File: src/hw/rtl/stq_pkg.sv
`timescale 1ns / 1ps
// ----------------------------------------------------------------------------
// stq_pkg
// Types and codes shared by the sorted timer queue and its cells.
// ----------------------------------------------------------------------------
package stq_pkg;

	localparam int ACTION_W = 2;
	localparam int HANDLE_W = 8;
	localparam int EXPIRE_W = 32;
	localparam int COUNT_W  = 7;
	localparam int STATUS_W = 2;

	typedef enum logic [ACTION_W-1:0] {
		ACT_INSERT = 2'd0,
		ACT_DELETE = 2'd1,
		ACT_ADJUST = 2'd2
	} action_t;

	typedef enum logic [STATUS_W-1:0] {
		ST_DONE    = 2'd0,
		ST_FULL    = 2'd1,
		ST_MISSING = 2'd2
	} status_t;

	typedef struct packed {
		logic                valid;
		logic [HANDLE_W-1:0] handle;
		logic [EXPIRE_W-1:0] expire;
	} entry_t;

	typedef struct packed {
		logic                ins;
		logic                rem;
		logic [HANDLE_W-1:0] handle;
		logic [EXPIRE_W-1:0] expire;
	} cell_cmd_t;

endpackage

File: src/hw/rtl/stq_cell.sv
`timescale 1ns / 1ps
// ----------------------------------------------------------------------------
// stq_cell
// One slot of the sorted chain: holds one entry, shifts toward the tail on
// insert and toward the head on removal.
// ----------------------------------------------------------------------------
module stq_cell
	import stq_pkg::*;
(
	input  logic      clk,
	input  logic      arst_n,
	input  cell_cmd_t cmd,
	input  entry_t    prev_entry,
	input  logic      prev_gt,
	input  entry_t    next_entry,
	input  logic      hit_in,
	output logic      gt,
	output logic      hit_out,
	output entry_t    entry_q,
	output entry_t    entry_d
);

	logic                match;
	logic                valid_q;
	logic [HANDLE_W-1:0] handle_q;
	logic [EXPIRE_W-1:0] expire_q;

	assign entry_q = {valid_q, handle_q, expire_q};

	assign gt      = !entry_q.valid || (entry_q.expire > cmd.expire);
	assign match   = entry_q.valid && (entry_q.handle == cmd.handle);
	assign hit_out = hit_in || match;

	always_comb begin
		entry_d = entry_q;
		priority if (cmd.ins) begin
			if (gt) begin
				if (prev_gt) begin
					entry_d = prev_entry;
				end else begin
					entry_d.valid  = 1'b1;
					entry_d.handle = cmd.handle;
					entry_d.expire = cmd.expire;
				end
			end
		end else if (cmd.rem) begin
			if (hit_out) begin
				entry_d = next_entry;
			end
		end else begin
			entry_d = entry_q;
		end
	end

	always_ff @(posedge clk or negedge arst_n) begin
		if (!arst_n) begin
			valid_q <= 1'b0;
		end else begin
			valid_q <= entry_d.valid;
		end
	end

	always_ff @(posedge clk) begin
		handle_q <= entry_d.handle;
		expire_q <= entry_d.expire;
	end

endmodule

File: config.mk
export PLATFORM = sky130hd
export DESIGN_NAME = stq_cell
export DESIGN_NICKNAME = d
export VERILOG_FILES = /design/src/hw/rtl/stq_pkg.sv /design/src/hw/rtl/stq_cell.sv
export SDC_FILE = /design/constraint.sdc
export NUM_CORES = 1
export LEC_CHECK = 0
export ABC_AREA = 0
export BUFFER_PORTS_ARGS = -buffer_cell sky130_fd_sc_hd__buf_2
export CAP_MARGIN = 0
export CORE_MARGIN = 1.5
export CORE_UTILIZATION = 49
export CTS_BUF_LIST = sky130_fd_sc_hd__clkbuf_2
export DETAILED_ROUTE_END_ITERATION = 16
export PLACE_DENSITY = 0.88
export SLEW_MARGIN = 20
export SYNTH_ARGS = -nofsm -noshare
export SYNTH_HDL_FRONTEND = slang
export SYNTH_SLANG_ARGS = --single-unit
File: constraint.sdc
create_clock -name clk -period 6.3 [get_ports clk]
set_clock_uncertainty 0.2 [all_clocks]
set_input_delay 0.945 -clock clk [delete_from_list [all_inputs] [get_ports clk]]
set_output_delay 0.945 -clock clk [all_outputs]
set_load 0.005 [all_outputs]
**Yosys cells after proc, flatten, opt, wreduce, memory -nomap -nowiden**

Index checks and enable logic that the tools add are counted.

- Output and inout bits: 84
- Logic and storage cells: 14
- Flip-flop bits (word level): 41

- Reductions and logical operators: 4
- $lt $le $gt $ge: 1
- Muxes and demuxes: 5
- Equality and inequality tests: 1

Operators with widths:

| cell | count |
|---|---|
| 41-bit two-way mux | 5 |
| 32-bit > comparator | 1 |
| 8-bit equality test | 1 |
| 1-bit logical OR | 2 |
| 1-bit logical AND | 1 |
| 1-bit zero test | 1 |

**Logic depth before layout (Yosys ltp)**

- Depth in word-level cells: 6
- Depth in mapped cells: 10
- Gate-level depth less buffers: 8

**Worst setup path before layout**

Ideal clock, no wire load.

- Kind: input -> output
- From: in cmd[14] in the netlist's numbering
- To: out entry_d[0] in the netlist's numbering
- Data required time: 5155 ps
- Path buffers: 1
- Setup slack: 2223 ps
- Arrival: 2932 ps
- Stages on the path: 9
- Cell sequence: inv_1 ha_1 nand4_1 or4_4 a21o_1 a31o_1 buf_6 a31oi_4 a221o_1

RTL lines:

| element | line | text |
|---|---|---|
| start, declared | stq_cell.sv:12 | `input cell_cmd_t cmd,` |
| end, declared | stq_cell.sv:20 | `output entry_t entry_d` |

==> flow_summary.json <==
{
  "final_hold_viol_count": 0,
  "synth_mux_area_share_pct": 14.0,
  "period_needed_ns": 5.06,
  "synth.area.top_cells": "dfxtp_1 22%, mux2i_1 12%, ha_1 11%",
  "diodes": 0,
  "p_total_mw": 1.68,
  "via_per_inst": 5.98,
  "ir_worst_vdd_uv": 186,
  "arrival_ns": 3.92,
  "drive_above_1_share_pct": 38.3,
  "syn_inst": 449,
  "r2r_start": "expire_q[14]",
  "fin_nets": 793,
  "startpoint_type": "primary input",
  "via_count": 4386,
  "dp.final_hpwl_um": 8650,
  "syn_to_final_growth_pct": 30.2,
  "grt_usage_pct": 27.5,
  "first_pass_iters": 5,
  "final_cells": 733,
  "worst_slack_ns": 1.24,
  "core_um2": 7210,
  "yosys_warnings": 0,
  "whs_ns": 0.0713,
  "initial_utilization_pct": 50.5,
  "maxCapViolations": 0,
  "cts_max_level": 2,
  "clk_path_buf_depth": 2,
  "status": "finished clean",
  "synth_cell_types": 40,
  "synth_fp_nets": 609,
  "num_io_pins": 212,
  "ys_seq_area_share_pct": 22.7,
  "row_count": 31,
  "wl_um": 11800,
  "synthFlopType": "dfxtp_1",
  "fin_crit_sh_pct": 80.4,
  "p_per_area_nw_per_um2": 354,
  "multi_input_area_um2": 2500,
  "max_slew.worst_pin.slew_ns": 0.977,
  "synth_top_area_share_pct": 22.0,
  "synth-simple-area-share_pct": 9.31,
  "crit_type": "primary input to output port",
  "gp_congestion": 0.833,
  "port_buffers": 211,
  "grt_max_degree": 74,
  "critPathLaunch": "cmd[14]",
  "dp.cells": 725,
  "yosys.area.top_type": "dfxtp_1",
  "cts_buffers": 5,
  "final_area_um2": 4740,
  "cp-end-kind": "output port",
  "die-area_um2": 7960,
  "first_iter_violations": 187,
  "synthXorXnorAreaFrac_pct": 1.92,
  "cts_root_buffer": "clkbuf_2",
  "cts.sinks": 41,
  "r2r_end": "expire_q[5]",
  "synth_edf_count": 0,
  "die_w_um": 89.2,
  "p_leak_nw": 2.32,
  "cts_tree": "yes",
  "hold_class": "primary input to asynchronous set/reset pin",
  "post-place-ws_ns": 1.27,
  "cp-endpoint": "entry_d[5]",
  "crit_fanout": 20,
  "slew_headroom_pct": 34.7,
  "antenna_left": 0,
  "grt_pass1_vias": 4012,
  "synth_area_um2": 3640,
  "register_area_um2": 826,
  "critPathRequiredTime_ns": 5.15,
  "post_drt_wl_per_cell_um": 16.2,
  "clk_latency_ns": 0.40,
  "remaining_drc_errors": 0,
  "synth-async-reset-ratio_pct": 2.44,
  "cts_setup_buffers": 0,
  "fin_tns_setup_ns": 0,
  "clkTransAtPathRegs_ns": 0.21,
  "fillers": 619,
  "ctsHoldBuffers": 0,
  "synth-compound-area-share_pct": 32.0,
  "die_h_um": 89.2,
  "grt_overflow": 0,
  "setup-violations-final": 0,
  "dpl_cell_area_um2": 4700,
  "synth_seq_cells": 41,
  "finalMaxSlewViolations": 0,
  "synth_top_family_by_area": "compound AO/OA/AOI/OAI gates",
  "max_freq_ghz": 0.198,
  "antenna_found_initial": 0,
  "syn_avg_cell_area_um2": 8.11,
  "post_cts_resized": 0,
  "grt_pass1_wl_um": 17400,
  "rsz0062_at_grt": "false",
  "final_util_pct": 65.7,
  "reg2reg_depth": 8,
  "synthAdderAreaFrac_pct": 11.0,
  "reg2reg_slack_ns": 2.94
}
## cell usage in the layout (no fill, tap or decap)
| master | n |
|---|---|
| o22ai_1 | 32 |
| xnor2_1 | 8 |
| nand4_1 | 9 |
| nor2b_1 | 1 |
| a21oi_1 | 14 |
| mux2i_1 | 42 |
| or4_4 | 1 |
| ha_1 | 32 |
| nor4_4 | 1 |
| inv_1 | 35 |
| a31oi_4 | 2 |
| buf_2 | 210 |
| mux2_2 | 8 |
| nand2b_1 | 2 |
| a311oi_1 | 1 |
| o21ai_1 | 1 |
| nor3_2 | 1 |
| a211oi_1 | 2 |
| a31oi_1 | 32 |
| a221o_1 | 8 |
| o211ai_1 | 1 |
| o41ai_1 | 32 |
| nor2_1 | 13 |
| a221oi_1 | 1 |
| a21o_1 | 2 |
| a21oi_4 | 1 |
| o21bai_2 | 1 |
| a31o_1 | 1 |
| buf_4 | 9 |
| dfrtp_1 | 1 |
| or4_1 | 1 |
| nand3_1 | 3 |
| o21ai_0 | 36 |
| clkbuf_2 | 8 |
| o31ai_4 | 1 |
| nand2_1 | 40 |
| a41o_1 | 1 |
| dfxtp_1 | 40 |
## worst min-delay path by stage
| stage | slack, ns | from | depth (start not counted) | to |
|---|---|---|---|---|
| 2_1_floorplan | 0.37 | expire_q[0] | 1 | expire_q[0] |
| 3_3_place_gp | 0.36 | expire_q[0] | 1 | expire_q[0] |
| 3_5_place_dp | 0.38 | handle_q[5] | 1 | handle_q[5] |
| 4_1_cts | 0.05 | arst_n | 1 | valid_q |
| 5_1_grt | 0.009 | arst_n | 1 | valid_q |
| 6_report | 0.07 | arst_n | 1 | valid_q |
## report_power, final
| group | total (mW) | internal (mW) | leakage, nW | switching (mW) |
|---|---|---|---|---|
| clock | 0.125 | 0.0327 | 0.0332 | 0.0922 |
| combinational | 1.03 | 0.481 | 1.94 | 0.548 |
| sequential | 0.527 | 0.383 | 0.347 | 0.144 |
## sequential cells by signal (all words and copies together) (netlist names)
name,count
valid_q,1
expire_q,32
handle_q,8
## kinds of logic (layout without fill, tap and decap cells)
group | count (synthesis) | count (layout)
XOR/XNOR | 8 | 8
AND/OR/NAND/NOR | 72 | 72
flip-flops | 41 | 41
adder cells (fa/ha/maj) | 32 | 32
buffers and inverters | 77 | 262
AO/OA/AOI/OAI | 169 | 169
multiplexers | 50 | 50
## layer usage
layer  part of all wire (%)  routed length, µm  track usage (%)  vias up
li1                       -                  -                -     2095
met1                     41               4810             31.3     2036
met2                     50               5870             50.4      234
met4                    1.7                197             9.93        0
met5                      0                  0                0        -
met3                    8.1                964             5.63       21
## final cells by class
cell class	instances	share of cell area, %
repair buffers	219	23.6
multi-input cells	331	52.8
inverters	35	2.77
clock buffers	8	0.845
flip-flops and latches	41	17.4
well taps	99	2.61
## critical path, cell delays in order
cell	delay, ns
buf_2	0.07
inv_1	0.05
ha_1	0.32
nand4_1	0.15
or4_4	0.59
o21bai_2	0.20
a31o_1	0.71
buf_4	0.37
a31oi_1	0.12
o22ai_1	0.24
buf_2	0.16
## synth_stat cells (9+ instances only)
| library cell | number |
|---|---|
| mux2i_1 | 42 |
| ha_1 | 32 |
| a21oi_1 | 14 |
| nand2_1 | 40 |
| nor2_1 | 13 |
| o22ai_1 | 32 |
| clkbuf_1 | 24 |
| a31oi_1 | 32 |
| o41ai_1 | 32 |
| inv_1 | 35 |
| o21ai_0 | 36 |
| buf_2 | 9 |
| nand4_1 | 9 |
| dfxtp_1 | 40 |
(Power assumes the default switching activity.)
